## src/design/bcdc_pkg.sv

```systemverilog
// ----------------------------------------------------------------------------
// bcdc_pkg
// Shared types, codes and digit helpers for the BCD clock with alarm.
// ----------------------------------------------------------------------------
package bcdc_pkg;

    // command codes
    localparam logic [1:0] CMD_TICK = 2'd0;
    localparam logic [1:0] CMD_INC  = 2'd1;
    localparam logic [1:0] CMD_DEC  = 2'd2;

    // edit unit codes
    localparam logic [1:0] UNIT_NONE   = 2'd0;
    localparam logic [1:0] UNIT_HOURS  = 2'd1;
    localparam logic [1:0] UNIT_MINS   = 2'd2;
    localparam logic [1:0] UNIT_SECS   = 2'd3;

    // configuration register indexes
    localparam logic CFG_TICKS_PER_SEC = 1'b0;
    localparam logic CFG_RING_LIMIT    = 1'b1;

    localparam logic [15:0] TPS_RESET        = 16'd1000;
    localparam logic [7:0]  RING_LIMIT_RESET = 8'd59;
    localparam logic [7:0]  RING_SEC_MAX     = 8'd255;
    localparam logic [2:0]  LED_LAST         = 3'd7;

    localparam logic [3:0] DIGIT_MAX      = 4'd9;
    localparam logic [3:0] HOUR_TENS_MAX  = 4'd2;
    localparam logic [3:0] HOUR_UNITS_MAX = 4'd3;
    localparam logic [3:0] SIXTY_TENS_MAX = 4'd5;

    localparam int CFG_DATA_W = 16;
    localparam int TDATA_IN_W  = 8;
    localparam int TDATA_OUT_W = 32;

    // HH:MM:SS as BCD digits
    typedef struct packed {
        logic [1:0] hour_tens;
        logic [3:0] hour_units;
        logic [2:0] minute_tens;
        logic [3:0] minute_units;
        logic [2:0] second_tens;
        logic [3:0] second_units;
    } time_t;

    // result word, first field in the highest bits
    typedef struct packed {
        logic [7:0] led_pattern;
        logic       ringing;
        logic [3:0] second_units;
        logic [2:0] second_tens;
        logic [3:0] minute_units;
        logic [2:0] minute_tens;
        logic [3:0] hour_units;
        logic [1:0] hour_tens;
    } result_t;

    localparam int RESULT_W = $bits(result_t);

    // input item, command travels separately on tuser
    typedef struct packed {
        logic [1:0] command;
        logic       target;
        logic [1:0] unit;
        logic       setting_time;
        logic       alarm_enable;
        logic       led_show_enable;
    } item_t;

    typedef struct packed {
        logic [15:0] ticks_per_second;
        logic [7:0]  ring_limit_seconds;
    } cfg_t;

    // step a two-digit BCD field up or down, wrapping at {tmax,umax}
    function automatic logic [7:0] bcd_step(input logic [3:0] t, input logic [3:0] u,
                                            input logic up, input logic [3:0] tmax,
                                            input logic [3:0] umax);
        logic [7:0] r;
        if (up) begin
            if (t == tmax && u == umax) r = 8'd0;
            else if (u == DIGIT_MAX)   r = {t + 4'd1, 4'd0};
            else                       r = {t, u + 4'd1};
        end else begin
            if (t == 4'd0 && u == 4'd0) r = {tmax, umax};
            else if (u == 4'd0)         r = {t - 4'd1, DIGIT_MAX};
            else                        r = {t, u - 4'd1};
        end
        return r;
    endfunction

    // apply an increment or decrement to one field of a time
    function automatic time_t edit_time(input time_t tm, input logic [1:0] unit,
                                        input logic up);
        time_t      r;
        logic [7:0] p;
        r = tm;
        unique case (unit)
            UNIT_HOURS: begin
                p = bcd_step({2'b0, tm.hour_tens}, tm.hour_units, up,
                             HOUR_TENS_MAX, HOUR_UNITS_MAX);
                r.hour_tens  = p[5:4];
                r.hour_units = p[3:0];
            end
            UNIT_MINS: begin
                p = bcd_step({1'b0, tm.minute_tens}, tm.minute_units, up,
                             SIXTY_TENS_MAX, DIGIT_MAX);
                r.minute_tens  = p[6:4];
                r.minute_units = p[3:0];
            end
            UNIT_SECS: begin
                p = bcd_step({1'b0, tm.second_tens}, tm.second_units, up,
                             SIXTY_TENS_MAX, DIGIT_MAX);
                r.second_tens  = p[6:4];
                r.second_units = p[3:0];
            end
            default: begin
                p = 8'd0;
            end
        endcase
        return r;
    endfunction

    // advance the clock by one second, carrying into minutes and hours
    function automatic time_t advance_second(input time_t tm);
        time_t r;
        r = edit_time(tm, UNIT_SECS, 1'b1);
        if (tm.second_tens == SIXTY_TENS_MAX[2:0] && tm.second_units == DIGIT_MAX) begin
            r = edit_time(r, UNIT_MINS, 1'b1);
            if (tm.minute_tens == SIXTY_TENS_MAX[2:0] && tm.minute_units == DIGIT_MAX) begin
                r = edit_time(r, UNIT_HOURS, 1'b1);
            end
        end
        return r;
    endfunction

endpackage

```

## src/design/bcdc_core.sv

```systemverilog
// ----------------------------------------------------------------------------
// bcdc_core
// Clock, alarm and ring state; one word updates it and yields one result.
// ----------------------------------------------------------------------------
module bcdc_core import bcdc_pkg::*; (
    input  logic    aclk,
    input  logic    aresetn,
    input  logic    push,
    input  item_t   item,
    input  cfg_t    cfg,
    output result_t result
);

    time_t       clock_reg, clock_next;
    time_t       alarm_reg, alarm_next;
    logic [15:0] tick_reg, tick_next;
    logic [15:0] ring_tick_reg, ring_tick_next;
    logic        ring_reg, ring_next;
    logic [7:0]  ring_sec_reg, ring_sec_next;
    logic [2:0]  led_pos_reg, led_pos_next;
    logic        led_desc_reg, led_desc_next;
    time_t       shown;

    // next state for the word at the input
    always_comb begin
        clock_next     = clock_reg;
        alarm_next     = alarm_reg;
        tick_next      = tick_reg;
        ring_tick_next = ring_tick_reg;
        ring_next      = ring_reg;
        ring_sec_next  = ring_sec_reg;
        led_pos_next   = led_pos_reg;
        led_desc_next  = led_desc_reg;

        if (item.command == CMD_TICK) begin
            // time base
            if (!item.setting_time) begin
                if (tick_reg >= cfg.ticks_per_second) begin
                    clock_next = advance_second(clock_reg);
                    tick_next  = 16'd0;
                end else begin
                    tick_next = tick_reg + 16'd1;
                end
            end
            // ring second counter and LED bounce
            if (ring_reg) begin
                if (ring_tick_reg >= cfg.ticks_per_second) begin
                    if (ring_sec_reg != RING_SEC_MAX) ring_sec_next = ring_sec_reg + 8'd1;
                    if (item.led_show_enable) begin
                        if (!led_desc_reg) begin
                            led_pos_next = led_pos_reg + 3'd1;
                            if (led_pos_next == LED_LAST) led_desc_next = 1'b1;
                        end else begin
                            led_pos_next = led_pos_reg - 3'd1;
                            if (led_pos_next == 3'd0) led_desc_next = 1'b0;
                        end
                    end
                    ring_tick_next = 16'd0;
                end else begin
                    ring_tick_next = ring_tick_reg + 16'd1;
                end
            end
        end else if ((item.command == CMD_INC || item.command == CMD_DEC) &&
                     item.unit != UNIT_NONE) begin
            if (item.target) alarm_next = edit_time(alarm_reg, item.unit, item.command == CMD_INC);
            else             clock_next = edit_time(clock_reg, item.unit, item.command == CMD_INC);
        end

        // stop, then start
        if (ring_next && (!item.alarm_enable || ring_sec_next > cfg.ring_limit_seconds)) begin
            ring_next      = 1'b0;
            ring_sec_next  = 8'd0;
            ring_tick_next = 16'd0;
        end
        if (item.alarm_enable && !ring_next && clock_next == alarm_next) begin
            ring_next      = 1'b1;
            ring_sec_next  = 8'd0;
            ring_tick_next = 16'd0;
        end
    end

    // result taken after the update
    always_comb begin
        shown               = item.target ? alarm_next : clock_next;
        result.hour_tens    = shown.hour_tens;
        result.hour_units   = shown.hour_units;
        result.minute_tens  = shown.minute_tens;
        result.minute_units = shown.minute_units;
        result.second_tens  = shown.second_tens;
        result.second_units = shown.second_units;
        result.ringing      = ring_next;
        result.led_pattern  = ring_next ? (8'd1 << led_pos_next) : 8'd0;
    end

    always_ff @(posedge aclk) begin
        if (!aresetn) begin
            clock_reg     <= '0;
            alarm_reg     <= '0;
            tick_reg      <= '0;
            ring_tick_reg <= '0;
            ring_reg      <= 1'b0;
            ring_sec_reg  <= '0;
            led_pos_reg   <= '0;
            led_desc_reg  <= 1'b0;
        end else if (push) begin
            clock_reg     <= clock_next;
            alarm_reg     <= alarm_next;
            tick_reg      <= tick_next;
            ring_tick_reg <= ring_tick_next;
            ring_reg      <= ring_next;
            ring_sec_reg  <= ring_sec_next;
            led_pos_reg   <= led_pos_next;
            led_desc_reg  <= led_desc_next;
        end
    end

endmodule

```

## src/design/bcdc_skid.sv

```systemverilog
// ----------------------------------------------------------------------------
// bcdc_skid
// Output register with one skid entry so the input can take one more word under stall.
// ----------------------------------------------------------------------------
module bcdc_skid import bcdc_pkg::*; (
    input  logic    aclk,
    input  logic    aresetn,
    input  logic    push,
    input  result_t push_data,
    output logic    ready,
    output logic    out_valid,
    input  logic    out_ready,
    output result_t out_data
);

    logic    out_valid_reg, out_valid_next;
    logic    skid_valid_reg, skid_valid_next;
    result_t out_data_reg, out_data_next;
    result_t skid_data_reg, skid_data_next;

    // a push is only possible while the skid entry is empty
    assign ready     = !skid_valid_reg;
    assign out_valid = out_valid_reg;
    assign out_data  = out_data_reg;

    always_comb begin
        out_valid_next  = out_valid_reg;
        skid_valid_next = skid_valid_reg;
        out_data_next   = out_data_reg;
        skid_data_next  = skid_data_reg;
        if (!out_valid_reg || out_ready) begin
            if (skid_valid_reg) begin
                out_data_next   = skid_data_reg;
                out_valid_next  = 1'b1;
                skid_valid_next = 1'b0;
            end else begin
                out_data_next  = push_data;
                out_valid_next = push;
            end
        end else if (push) begin
            skid_data_next  = push_data;
            skid_valid_next = 1'b1;
        end
    end

    always_ff @(posedge aclk) begin
        if (!aresetn) begin
            out_valid_reg  <= 1'b0;
            skid_valid_reg <= 1'b0;
        end else begin
            out_valid_reg  <= out_valid_next;
            skid_valid_reg <= skid_valid_next;
        end
        out_data_reg  <= out_data_next;
        skid_data_reg <= skid_data_next;
    end

endmodule

```

## src/design/bcd_clock_with_alarm_top.sv

```systemverilog
// ----------------------------------------------------------------------------
// bcd_clock_with_alarm_top
// 24-hour BCD clock with alarm, ring timer and bouncing LED pattern.
// ----------------------------------------------------------------------------
// Each result word is registered onto m_tdata, via the skid entry under stall.
// Throughput: one word per cycle while s_tready is high; the update is a single pass.
// A one-entry skid keeps s_tready high for one word while m_tready is low.
// Reset (aresetn low, synchronous): times, counters and ring state clear,
// ticks_per_second returns to 1000 and ring_limit_seconds to 59.
module bcd_clock_with_alarm_top import bcdc_pkg::*; (
    input  logic                   aclk,
    input  logic                   aresetn,
    // configuration write port
    input  logic                   cfg_wr_en,
    input  logic                   cfg_addr,
    input  logic [CFG_DATA_W-1:0]  cfg_wr_data,
    // input words
    input  logic                   s_tvalid,
    output logic                   s_tready,
    // [0] target, [2:1] unit, [3] setting_time, [4] alarm_enable,
    // [5] led_show_enable, [7:6] zero
    input  logic [TDATA_IN_W-1:0]  s_tdata,
    // [1:0] command
    input  logic [1:0]             s_tuser,
    // result words
    output logic                   m_tvalid,
    input  logic                   m_tready,
    // [1:0] hour_tens, [5:2] hour_units, [8:6] minute_tens, [12:9] minute_units,
    // [15:13] second_tens, [19:16] second_units, [20] ringing,
    // [28:21] led_pattern, [31:29] zero
    output logic [TDATA_OUT_W-1:0] m_tdata
);

    cfg_t    cfg_reg;
    item_t   item;
    result_t result;
    result_t out_word;
    logic    push;

    // configuration registers
    always_ff @(posedge aclk) begin
        if (!aresetn) begin
            cfg_reg.ticks_per_second   <= TPS_RESET;
            cfg_reg.ring_limit_seconds <= RING_LIMIT_RESET;
        end else if (cfg_wr_en) begin
            unique case (cfg_addr)
                CFG_TICKS_PER_SEC: cfg_reg.ticks_per_second   <= cfg_wr_data;
                CFG_RING_LIMIT:    cfg_reg.ring_limit_seconds <= cfg_wr_data[7:0];
                default:           cfg_reg                    <= cfg_reg;
            endcase
        end
    end

    // unpack the input word
    always_comb begin
        item.command         = s_tuser;
        item.target          = s_tdata[0];
        item.unit            = s_tdata[2:1];
        item.setting_time    = s_tdata[3];
        item.alarm_enable    = s_tdata[4];
        item.led_show_enable = s_tdata[5];
    end

    assign push = s_tvalid && s_tready;

    bcdc_core u_core (
        .aclk    (aclk),
        .aresetn (aresetn),
        .push    (push),
        .item    (item),
        .cfg     (cfg_reg),
        .result  (result)
    );

    bcdc_skid u_skid (
        .aclk      (aclk),
        .aresetn   (aresetn),
        .push      (push),
        .push_data (result),
        .ready     (s_tready),
        .out_valid (m_tvalid),
        .out_ready (m_tready),
        .out_data  (out_word)
    );

    assign m_tdata = {{(TDATA_OUT_W-RESULT_W){1'b0}}, out_word};

endmodule

```

## config.mk

```make
export PLATFORM = sky130hd
export DESIGN_NAME = bcd_clock_with_alarm_top
export DESIGN_NICKNAME = d
export VERILOG_FILES = /design/src/design/bcdc_pkg.sv /design/src/design/bcdc_core.sv /design/src/design/bcdc_skid.sv /design/src/design/bcd_clock_with_alarm_top.sv
export SDC_FILE = /design/constraint.sdc
export NUM_CORES = 1
export LEC_CHECK = 0
export BUFFER_PORTS_ARGS = -buffer_cell sky130_fd_sc_hd__buf_2
export CAP_MARGIN = 20
export CELL_PAD_IN_SITES_DETAIL_PLACEMENT = 1
export CELL_PAD_IN_SITES_GLOBAL_PLACEMENT = 1
export CORE_UTILIZATION = 47
export DETAILED_ROUTE_END_ITERATION = 8
export PLACE_DENSITY_LB_ADDON = 0.1
export SETUP_SLACK_MARGIN = 0.3
export SLEW_MARGIN = 10
export SYNTH_ARGS = -nofsm -noshare
export SYNTH_HDL_FRONTEND = slang
export SYNTH_SLANG_ARGS = --single-unit
```

## constraint.sdc

```tcl
create_clock -name aclk -period 6.2 [get_ports aclk]
set_clock_uncertainty 0.15 [all_clocks]
set_input_delay 0 -clock aclk [delete_from_list [all_inputs] [get_ports aclk]]
set_output_delay 0 -clock aclk [all_outputs]
set_load 0.02 [all_outputs]
```

==> Yosys cells after proc, flatten, opt, wreduce, memory -nomap -nowiden <==
Cells that the tools add are included.
{ "totals": {"ff_bits": 169, "in_bits": 32, "out_inout_bits": 34, "elab_cells": 217} }
{ "classes": {"add_sub_neg": 29, "order_cmp": 3, "n_eq_ne": 22, "shifts": 1, "n_mux": 72, "n_bitwise": 4, "n_reduce_logical": 48} }
{ "ops": {"columns": ["cell", "count"], "rows": [
  ["$mux W20", 11],
  ["$mux W7", 24],
  ["$mux W16", 6],
  ["$mux W6", 12],
  ["$mux W8", 7],
  ["$add A16 B1 Y16 const B", 2],
  ["$ge A16 B16 Y1", 2],
  ["$mux W29", 1],
  ["$add A4 B1 Y4 const B", 6],
  ["$eq A4 B4 Y1 const B", 6],
  ["$logic_not A4 Y1", 6],
  ["$sub A4 B1 Y4 const B", 6],
  ["$eq A20 B20 Y1", 1],
  ["$logic_and A1 B1 Y1", 17],
  ["$add A3 B1 Y3 const B", 5],
  ["$eq A3 B3 Y1 const B", 5],
  ["$logic_not A3 Y1", 5],
  ["$mux W3", 5],
  ["$sub A3 B1 Y3 const B", 5],
  ["$eq A2 B2 Y1 const B", 5],
  ["$add A8 B1 Y8 const B", 1],
  ["$eq A4 B2 Y1 const B", 2],
  ["$gt A8 B8 Y1", 1],
  ["$ne A8 B8 Y1 const B", 1],
  ["15 further kinds", 37]
]} }

==> Depth between registers and ports, before layout <==
Gate-level depths: netlist of the first run.
{ "logic_depth": {"depth_word": 15, "depth_mapped": 25, "depth_no_buf": 24} }

==> Modules after synthesis <==
A second synthesis of the first run with hierarchy kept.
{ "unflattened": {"cells_unflattened": 1484, "area_unflattened_um2": 12395.6} }
{ "modules_own_cells": {"columns": ["module", "instances", "cells_per_inst", "area_per_inst_um2", "seq_area_each_um2"], "rows": [
  ["bcdc_core", 1, 1274, 9210.1, 1701.6],
  ["bcdc_skid", 1, 99, 2185.8, 1781.7],
  ["bcd_clock_with_alarm_top", 1, 111, 999.7, 480.5]
]} }

==> Worst setup path before layout of the first run <==
No wires, ideal clock.
{ "synth_timing": {"path_kind": "reg-to-reg", "startpoint": "register u_core.ring_tick_reg[0]", "endpoint": "register u_core.ring_tick_reg[10]", "setup_time_ns": 0.120, "arrival_time_ns": 4.669, "t_required_ns": 5.930, "path_slack_ns": 1.262, "path_stages_with_launch": 25, "n_path_buf": 1, "synth_period_minus_slack_ns": 4.938, "cell_sequence": "dfxtp_1 > inv_1 > ha_1 > nand2b_1 > a21o_1 > a21o_1 > a21o_1 > a21o_1 > a21o_1 > a31oi_1 > o21a_1 > nor3b_1 > mux2_2 > ha_1 > o21ai_0 > o21ai_0 > o21ai_0 > a21oi_1 > o221ai_1 > nor4b_1 > and4b_1 > and4b_1 > o31ai_4 > buf_6 > a211o_1"} }
{ "synth_via": {"elab_chain_cells": 13, "word_cells_on_any_way": 20, "cone_classes": "add/sub: 1; order compare: 2; mux: 9; reduce/logical: 8"} }
{ "synth_rtl": {"columns": ["item", "line_no", "rtl"], "rows": [
  ["start, declared", "bcdc_core.sv:17", "logic [15:0] ring_tick_reg, ring_tick_next;"],
  ["start signal, assigned", "bcdc_core.sv:109", "ring_tick_reg <= ring_tick_next;"],
  ["$ge A16 B16 Y1", "bcdc_core.sv:47", "if (ring_tick_reg >= cfg.ticks_per_second) begin"],
  ["$mux W8", "bcdc_core.sv:47", null],
  ["$mux W8", "bcdc_core.sv:46", "if (ring_reg) begin"],
  ["$mux W8", "bcdc_core.sv:35", "if (item.command == CMD_TICK) begin"],
  ["$gt A8 B8 Y1", "bcdc_core.sv:70", "if (ring_next && (!item.alarm_enable || ring_sec_next > cfg.ring_limit_seconds)) begin"],
  ["$logic_or A1 B1 Y1", "bcdc_core.sv:70", null],
  ["$logic_and A1 B1 Y1", "bcdc_core.sv:70", null],
  ["$mux W1", "bcdc_core.sv:70", null],
  ["$logic_not A1 Y1", "bcdc_core.sv:75", "if (item.alarm_enable && !ring_next && clock_next == alarm_next) begin"],
  ["$logic_and A1 B1 Y1 (2 in series)", "bcdc_core.sv:75", null],
  ["$reduce_bool A3 Y1 (no source line)", null, null],
  ["$reduce_and A3 Y1 (no source line)", null, null]
]} }
Parallel ways exist; a longest one is shown, timed or not. The select of a mux whose other input is x is not followed.
A chain may end at the register's enable or synchronous reset.

==> Final worst setup path of the first run <==
{ "layout_timing": {"startpoint": "register u_core.ring_tick_reg[0]", "endpoint": "register u_core.ring_tick_reg[0]"} }
Same word-level chain as after synthesis.

==> impl_metrics.sql, run 1 <==
INSERT INTO impl_metrics (metric_group, metric, value, unit) VALUES
('placed_design', 'gp_congestion', '0.8718', ''),
('sta', 'fin_hold_ws', '0.09005', 'ns'),
('yosys', 'post_synth_xor_area_fraction', '3.468', '%'),
('run', 'maxCapViolCount', '0', ''),
('placed_design', 'buffer_ports.inserted', '60', ''),
('worst_hold_path', 'hold_depth', '4', ''),
('global_route', 'grt_antenna_before_repair', '0', ''),
('setup_path', 'worst_path_max_delay_cell', 'o31ai_4', ''),
('yosys', 'yosys_warnings', '0', ''),
('global_route', 'grt_first_pass_wirelength', '58310', 'um'),
('yosys', 'ys.flop_type', 'dfxtp_1', ''),
('detailed_routing', 'drt_wl_total', '35600', 'um'),
('worst_hold_path', 'worstHoldPathType', 'in -> reg', ''),
('final_layout', 'fillerInstances', '2980', ''),
('yosys', 'synth-edff-count', '58', ''),
('setup_path', 'critPathMaxFanout', '15', ''),
('global_route', 'grt_remaining_overflow', '0', ''),
('sta', 'fin_crit', '5.489', 'ns'),
('sta', 'post-route-worst-setup-slack', '0.7111', 'ns'),
('die', 'die_area', '25350', 'um^2'),
('yosys', 'synth_compound_area_share', '20.58', '%'),
('cts', 'cts.sinks', '169', ''),
('cts', 'cts.repair_timing.setup_buffer_count', '0', ''),
('sta', 'grt_setup_unrepaired', 'false', ''),
('final_layout', 'layout.cells.most_common_list', 'nand2_1 (181), nor2_1 (154), dfxtp_1 (111), a21oi_1 (102), o21ai_0 (85)', ''),
('outcome', 'run_status', 'complete, no violations', ''),
('power_and_ir_drop', 'power_per_unit_of_standard_cell_area', '210.9', 'nW/um^2'),
('sta', 'setup_viol', '0', ''),
('setup_path', 'critical_path_buf_inv_count', '1', ''),
('sta', 'timing.max_slew.rel_slack', '31.43', '%'),
('final_layout', 'stdcell_area', '13070', 'um^2'),
('yosys', 'synthesized_area_fraction_occupied_by_adder_cells', '8.939', '%'),
('yosys', 'synth_top_family_by_area', 'simple AND/OR/NAND/NOR gates', ''),
('setup_path', 'worst-r2r-cell-count', '24', ''),
('worst_hold_path', 'worst_hold_path.endpoint', 'u_skid.skid_valid_reg$_SDFFE_PP0P_', ''),
('yosys', 'post_synth_and_or_nand_nor_area_fraction', '23.39', '%'),
('die', 'die_height', '159.2', 'um'),
('yosys', 'ys_async_sr_fraction', '0', '%'),
('detailed_routing', 'vias', '10790', ''),
('final_layout', 'nNetsFinal', '1581', ''),
('power_and_ir_drop', 'vdd.ir_drop.worst', '126.7', 'uV'),
('setup_path', 'critPathCaptureType', 'register', ''),
('detailed_routing', 'routedWlPerCell', '19.75', 'um'),
('detailed_routing', 'postRouteAntennaNets', '0', ''),
('sta', 'total_negative_slack', '0', 'ns'),
('global_route', 'grt_max_degree', '70', ''),
('global_route', 'grt_pass1_vias', '11130', ''),
('detailed_routing', 'post-route-drc-count', '0', ''),
('setup_path', 'setup.worst_path.start_class', 'register', ''),
('die', 'coreArea', '24250', 'um^2'),
('cts', 'clock_tree_from_tritoncts', 'built', ''),
('yosys', 'syn-cell-area', '11620', 'um^2'),
('placed_design', 'preCtsSetupSlack', '0.3932', 'ns'),
('yosys', 'postSynthCellCount', '1415', ''),
('die', 'floorplan.initialDensity', '47.91', '%'),
('final_layout', 'final_util', '53.89', '%'),
('die', 'ioPinCount', '66', ''),
('setup_path', 'path_delay_family', 'compound AO/OA/AOI/OAI gates', ''),
('setup_path', 'worst_ep_required_time', '6.40', 'ns'),
('final_layout', 'syn_to_final_growth', '12.48', '%'),
('cts', 'cts_buffers', '17', ''),
('worst_hold_path', 'hold_path_startpoint', 'm_tready', ''),
('cts', 'ctsRootBufferMaster', 'clkbuf_16', ''),
('sta', 'layout_worst_path_cycle_share', '88.53', '%'),
('setup_path', 'critical_path.most_common_cell', 'a21o_1', ''),
('setup_path', 'r2r_slack', '0.71', 'ns'),
('final_layout', 'layout_commonest_cell', 'nand2_1', ''),
('setup_path', 'r2r-start', 'u_core.ring_tick_reg[0]$_SDFFE_PN0P_', ''),
('detailed_routing', 'route.detailed.vias_per_inst', '5.984', ''),
('power_and_ir_drop', 'power_leakage', '5.170', 'nW'),
('setup_path', 'longest_individual_stage_delay_on_the_worst_path', '0.69', 'ns');
## per-layer routing
layer,wire [um],part of all wire [%],global-route usage (%)
met4,1408,4.0,13.16
met1,15190,43,34.41
met3,1249,3.5,4.246
met5,0,0,0
met2,17750,50,50.36
## where the power goes
group	total (mW)	internal [mW]	switching (mW)
combinational	0.449	0.163	0.287
clock	1.08	0.548	0.527
sequential	1.23	1.19	0.0386
## worst min-delay path: stages
cell and delay, ns:
buf_2 0.07, nand2b_1 0.08, buf_4 0.38, nor3_1 0.09
## Yosys cell counts, types with 4 or more instances
cell / count / share of area [%]
or4_1: 4 / 0.26
edfxtp_1: 58 / 15
o21ai_1: 6 / 0.26
mux2_2: 31 / 3.0
a211oi_1: 25 / 1.6
and4b_1: 4 / 0.34
nor3_1: 34 / 1.5
buf_2: 5 / 0.22
nand3b_1: 8 / 0.52
xor2_1: 24 / 1.8
and3_1: 15 / 0.81
or2_2: 11 / 0.59
nor4_1: 5 / 0.27
a21oi_1: 103 / 4.4
a31oi_1: 9 / 0.48
a221oi_1: 4 / 0.30
clkbuf_1: 61 / 2.0
buf_1: 7 / 0.23
o211ai_1: 17 / 1.1
ha_1: 83 / 8.9
nor2b_1: 16 / 0.86
a211o_1: 13 / 0.98
and2_1: 7 / 0.38
mux2i_1: 17 / 1.5
o21ai_0: 85 / 3.7
inv_1: 65 / 2.1
nor3b_1: 6 / 0.39
o221ai_1: 4 / 0.30
nand2_1: 184 / 5.9
nor2_1: 155 / 5.0
a22oi_1: 7 / 0.45
xnor2_1: 22 / 1.7
o21a_1: 4 / 0.26
or3_1: 13 / 0.70
a2111o_1: 4 / 0.39
a21o_1: 13 / 0.84
o31ai_1: 8 / 0.52
dfxtp_1: 111 / 19
nand2b_1: 20 / 1.1
nand4_1: 16 / 0.86
buf_4: 4 / 0.26
nand3_1: 49 / 2.1
## repair_timing
item / CTS / global route
hold buffers: 36 / 0
endpoints found under the hold margin: 30 / 0
endpoints found under the setup margin: 0 / 40
resized for setup: 0 / 7
## cell families after synthesis
logic type      after synthesis
flops                       169
mux                          48
simple gates                566
xor+xnor                     46
other cells                   1
compound gates              357
buf+inv                     145
fa+ha+maj                    83
## cell type report
type                    instances  area [um^2]  area share, %
clock buffers                  19        444.2          3.399
clock inverters                13        133.9          1.025
inverters                      66        247.7          1.896
well taps                     324        405.4          3.102
flip-flops and latches        169         3964          30.33
repair buffers                109        758.2          5.802
multi-input cells            1103         7114          54.44
## per-stage QoR
step / power (mW) / cells
5_1_grt: 2.867 / 1803
3_3_place_gp: 1.666 / 1735
2_1_floorplan: 1.544 / 1417
6_report: 2.756 / 1803
3_5_place_dp: 1.680 / 1735
4_1_cts: 2.771 / 1803
## how the worst max path moves through the flow
stage | startpoint | endpoint | slack, ns | depth (start not counted)
after CTS | u_core.ring_tick_reg[0]$_SDFFE_PN0P_ | u_core.ring_tick_reg[4]$_SDFFE_PN0P_ | 0.34 | 24
final | u_core.ring_tick_reg[0]$_SDFFE_PN0P_ | u_core.ring_tick_reg[0]$_SDFFE_PN0P_ | 0.71 | 24
after global routing | u_core.ring_tick_reg[0]$_SDFFE_PN0P_ | u_skid.out_data[24]$_DFFE_PP_ | 0.33 | 24
after global placement | u_core.ring_tick_reg[0]$_SDFFE_PN0P_ | u_core.ring_tick_reg[10]$_SDFFE_PN0P_ | 0.54 | 24
after detailed placement | u_core.ring_tick_reg[0]$_SDFFE_PN0P_ | u_core.ring_tick_reg[6]$_SDFFE_PN0P_ | 0.39 | 24
after floorplan | u_core.ring_tick_reg[0]$_SDFFE_PN0P_ | u_core.ring_tick_reg[10]$_SDFFE_PN0P_ | 1.26 | 24
(Power assumes the default switching activity.)
==> run 2, diff against run 1 <==
--- a/config.mk
+++ b/config.mk
@@ -9,7 +9,7 @@
 export CAP_MARGIN = 20
 export CELL_PAD_IN_SITES_DETAIL_PLACEMENT = 1
 export CELL_PAD_IN_SITES_GLOBAL_PLACEMENT = 1
-export CORE_UTILIZATION = 47
+export CORE_UTILIZATION = 43
 export DETAILED_ROUTE_END_ITERATION = 8
 export PLACE_DENSITY_LB_ADDON = 0.1
 export SETUP_SLACK_MARGIN = 0.3
==> constraint.sdc (replaced) <==
create_clock -name aclk -period 4.9 [get_ports aclk]
set_clock_uncertainty 0.15 [all_clocks]
set_input_delay 0 -clock aclk [delete_from_list [all_inputs] [get_ports aclk]]
set_output_delay 0 -clock aclk [all_outputs]
set_load 0.02 [all_outputs]
==> run 2 against run 1 <==
  * The run now ends with DRC, setup timing left
  * Routed wire length increased by 6.9%
  * Sequential share of layout area decreased by 1.9 points
  * Maximum frequency increased by 11%
  * Via count increased by 2.0%
  * Global-route usage decreased by 1.0 points
  * Total power increased by 32%
  * Sequential power increased by 27%
  * Die area increased by 9.2%
==> impl_metrics.sql, run 2 (synthesis results as in run 1) <==
INSERT INTO impl_metrics (metric_group, metric, value, unit) VALUES
('cts', 'clock_tree.buffer_depth', '2', ''),
('cts', 'clkTransAtPathRegs', '0.07', 'ns'),
('placed_design', 'placed_cells', '1788', ''),
('detailed_routing', 'routedWlPerCell', '20.29', 'um'),
('setup_path', 'critPathCapture', 'u_core.ring_sec_reg[2]$_SDFFE_PN0P_', ''),
('setup_path', 'crit_type', 'reg -> reg', ''),
('setup_path', 'r2r-start', 'u_core.ring_tick_reg[0]$_SDFFE_PN0P_', ''),
('worst_hold_path', 'hold_path_startpoint', 'm_tready', ''),
('setup_path', 'worst-r2r-cell-count', '25', ''),
('final_layout', 'fillerInstances', '3119', ''),
('die', 'ioPinCount', '66', ''),
('global_route', 'grt_first_pass_wirelength', '60790', 'um'),
('global_route', 'grt_pass1_vias', '11270', ''),
('sta', 'layout_worst_path_cycle_share', '100.7', '%'),
('cts', 'clock_tree_from_tritoncts', 'built', ''),
('worst_hold_path', 'worstHoldPathType', 'in -> reg', ''),
('final_layout', 'syn_to_final_growth', '20.26', '%'),
('setup_path', 'critPathCaptureType', 'register', ''),
('power_and_ir_drop', 'total_power', '3.625', 'mW'),
('detailed_routing', 'vias', '11000', ''),
('global_route', 'grt_max_degree', '69', ''),
('final_layout', 'insertedDiodeCount', '0', ''),
('sta', 'fin_crit', '4.935', 'ns'),
('sta', 'total_negative_slack', '-0.03669', 'ns'),
('sta', 'post-route-worst-setup-slack', '-0.03493', 'ns'),
('final_layout', 'final_cell_count_no_fill', '1875', ''),
('setup_path', 'r2r_end', 'u_core.ring_sec_reg[2]$_SDFFE_PN0P_', ''),
('die', 'floorplan.initialDensity', '44.21', '%'),
('detailed_routing', 'postRouteAntennaNets', '0', ''),
('sta', 'tightestPinTransition', '0.9429', 'ns'),
('die', 'die-width', '166.4', 'um'),
('power_and_ir_drop', 'vdd.ir_drop.worst', '200.5', 'uV'),
('die', 'die_area', '27680', 'um^2'),
('die', 'core.rowCount', '59', ''),
('placed_design', 'place.detailed.hpwl', '26160', 'um'),
('final_layout', 'layout.cells.most_common_list', 'nand2_1 (176), nor2_1 (146), dfxtp_1 (108), a21oi_1 (101), ha_1 (78)', ''),
('setup_path', 'setup.worst_path.start_class', 'register', ''),
('sta', 'timing.max_slew.rel_slack', '37.14', '%'),
('detailed_routing', 'route.detailed.vias_per_inst', '5.867', ''),
('run', 'maxCapViolCount', '0', ''),
('detailed_routing', 'drtPass1Iterations', '7', ''),
('global_route', 'grt_antenna_before_repair', '0', ''),
('sta', 'setup_viol', '2', ''),
('sta', 'timing.final.max_slew_violations', '0', ''),
('cts', 'cts.sinks', '169', ''),
('placed_design', 'buffer_ports.inserted', '60', ''),
('setup_path', 'cp.arrival', '5.14', 'ns'),
('cts', 'cts.htree.levels', '4', ''),
('final_layout', 'nNetsFinal', '1642', ''),
('cts', 'ctsRootBufferMaster', 'clkbuf_16', ''),
('die', 'die_height', '166.4', 'um'),
('cts', 'worst_skew_pair.late_latency', '0.45', 'ns'),
('global_route', 'grt_remaining_overflow', '0', ''),
('detailed_routing', 'drt_first_iter_violations', '641', ''),
('sta', 'finalHoldViolations', '0', ''),
('setup_path', 'critPathMaxFanout', '7', ''),
('power_and_ir_drop', 'power_leakage', '5.577', 'nW'),
('setup_path', 'worst_ep_required_time', '5.11', 'ns'),
('detailed_routing', 'post-route-drc-count', '3', ''),
('outcome', 'run_status', 'finished with violations', ''),
('setup_path', 'startpoint', 'u_core.ring_tick_reg[0]$_SDFFE_PN0P_', ''),
('cts', 'cts_buffers', '17', ''),
('sta', 'grt_setup_unrepaired', 'true', ''),
('sta', 'maxClockFrequency', '202.6', 'MHz'),
('sta', 'fin_hold_ws', '0.1060', 'ns'),
('die', 'coreArea', '26280', 'um^2'),
('outcome', 'failed_checks', 'DRC, setup timing', ''),
('final_layout', 'drive_above_1_share', '19.16', '%'),
('final_layout', 'layout_commonest_cell', 'nand2_1', ''),
('global_route', 'gr-usage-all-layers', '27.58', '%'),
('detailed_routing', 'drt_wl_total', '38050', 'um'),
('placed_design', 'gp_congestion', '0.8781', ''),
('setup_path', 'r2r_slack', '-0.03', 'ns'),
('power_and_ir_drop', 'power_per_unit_of_standard_cell_area', '259.5', 'nW/um^2');
==> run 2: changes by cell type in the layout (fill, tap and decap cells not counted), sizes merged <==
cell	previous run	this run
bufinv	0	2
clkbuf	19	20
clkinv	5	3
dlygate4sd3	36	40
buf	73	129
==> run 2: layout make-up <==
| cell class | instances | area (um^2) | share of cell area, % |
|---|---|---|---|
| Clock inverter | 13 | 161.4 | 1.155 |
| Clock buffer | 19 | 432.9 | 3.099 |
| Inverter | 66 | 247.7 | 1.773 |
| Timing Repair Buffer | 170 | 1294 | 9.260 |
| Tap cell | 335 | 419.2 | 3.000 |
| Sequential cell | 169 | 3968 | 28.40 |
| Multi-Input combinational cell | 1103 | 7448 | 53.31 |
==> run 2: per-layer routing <==
| metal | GRT usage, % | wire [um] | vias to the layer above |
|---|---|---|---|
| met3 | 3.551 | 980 | 52 |
| met5 | 0 | 0 | - |
| met2 | 50.00 | 19520 | 186 |
| met4 | 7.850 | 834 | 0 |
| met1 | 34.01 | 16720 | 5464 |
| li1 | - | - | 5299 |
==> run 2: what timing repair did <==
action                                  CTS  global route
hold buffers                             40             0
setup buffers                             8             6
hold endpoints to repair                 35             0
gates resized for setup                  65            28
pin swaps                                37            20
endpoints found under the setup margin   43            43
cloned                                    1             0
==> run 2: where the power goes <==
group | switching [mW] | leakage (nW) | internal (mW)
sequential | 0.0473 | 1.50 | 1.51
clock | 0.663 | 0.294 | 0.771
combinational | 0.390 | 3.79 | 0.244
total | 1.10 | 5.58 | 2.52
==> run 2: worst min-delay path by stage <==
| stage | endpoint | slack [ns] | depth (start not counted) |
|---|---|---|---|
| 2_1_floorplan | cfg_reg[0]$_SDFFE_PN1P_ | -0.03 | 2 |
| 3_5_place_dp | cfg_reg[17]$_SDFFE_PN1P_ | 0.09 | 3 |
| 3_3_place_gp | cfg_reg[16]$_SDFFE_PN1P_ | 0.08 | 3 |
| 5_1_grt | u_skid.out_data[23]$_DFFE_PP_ | 0.12 | 3 |
| 6_report | u_skid.out_valid$_SDFFE_PN0P_ | 0.11 | 4 |
| 4_1_cts | u_skid.out_valid$_SDFFE_PN0P_ | 0.11 | 4 |
==> run 2: worst max-delay path, cell delays in order (launching register included) <==
cell and delay (ns):
dfxtp_2 0.34, inv_2 0.05, ha_4 0.20, nand2b_4 0.13, a21o_1 0.15, a21o_1 0.15, a21o_1 0.15, a21o_1 0.16
a21o_1 0.19, a31oi_4 0.18, o21a_4 0.24, nor3_1 0.09, xor2_1 0.20, ha_1 0.34, a211oi_2 0.24, o21ai_2 0.10
o21ai_1 0.19, a21oi_2 0.07, o221ai_2 0.20, nor4b_2 0.07, and4b_1 0.24, buf_6 0.12, nand4b_4 0.13, and3_4 0.24
or3b_4 0.41, a31oi_4 0.14
==> run 2: stage by stage <==
step	worst slack [ns]	area [um^2]	utilization, %
final	-0.03493	13970	53.16
after global routing	-0.2441	13970	53.16
after CTS	0.07018	13830	52.64
after detailed placement	-0.2451	12490	47.53
after global placement	-0.06516	12490	47.53
after floorplan	0.2224	11670	-
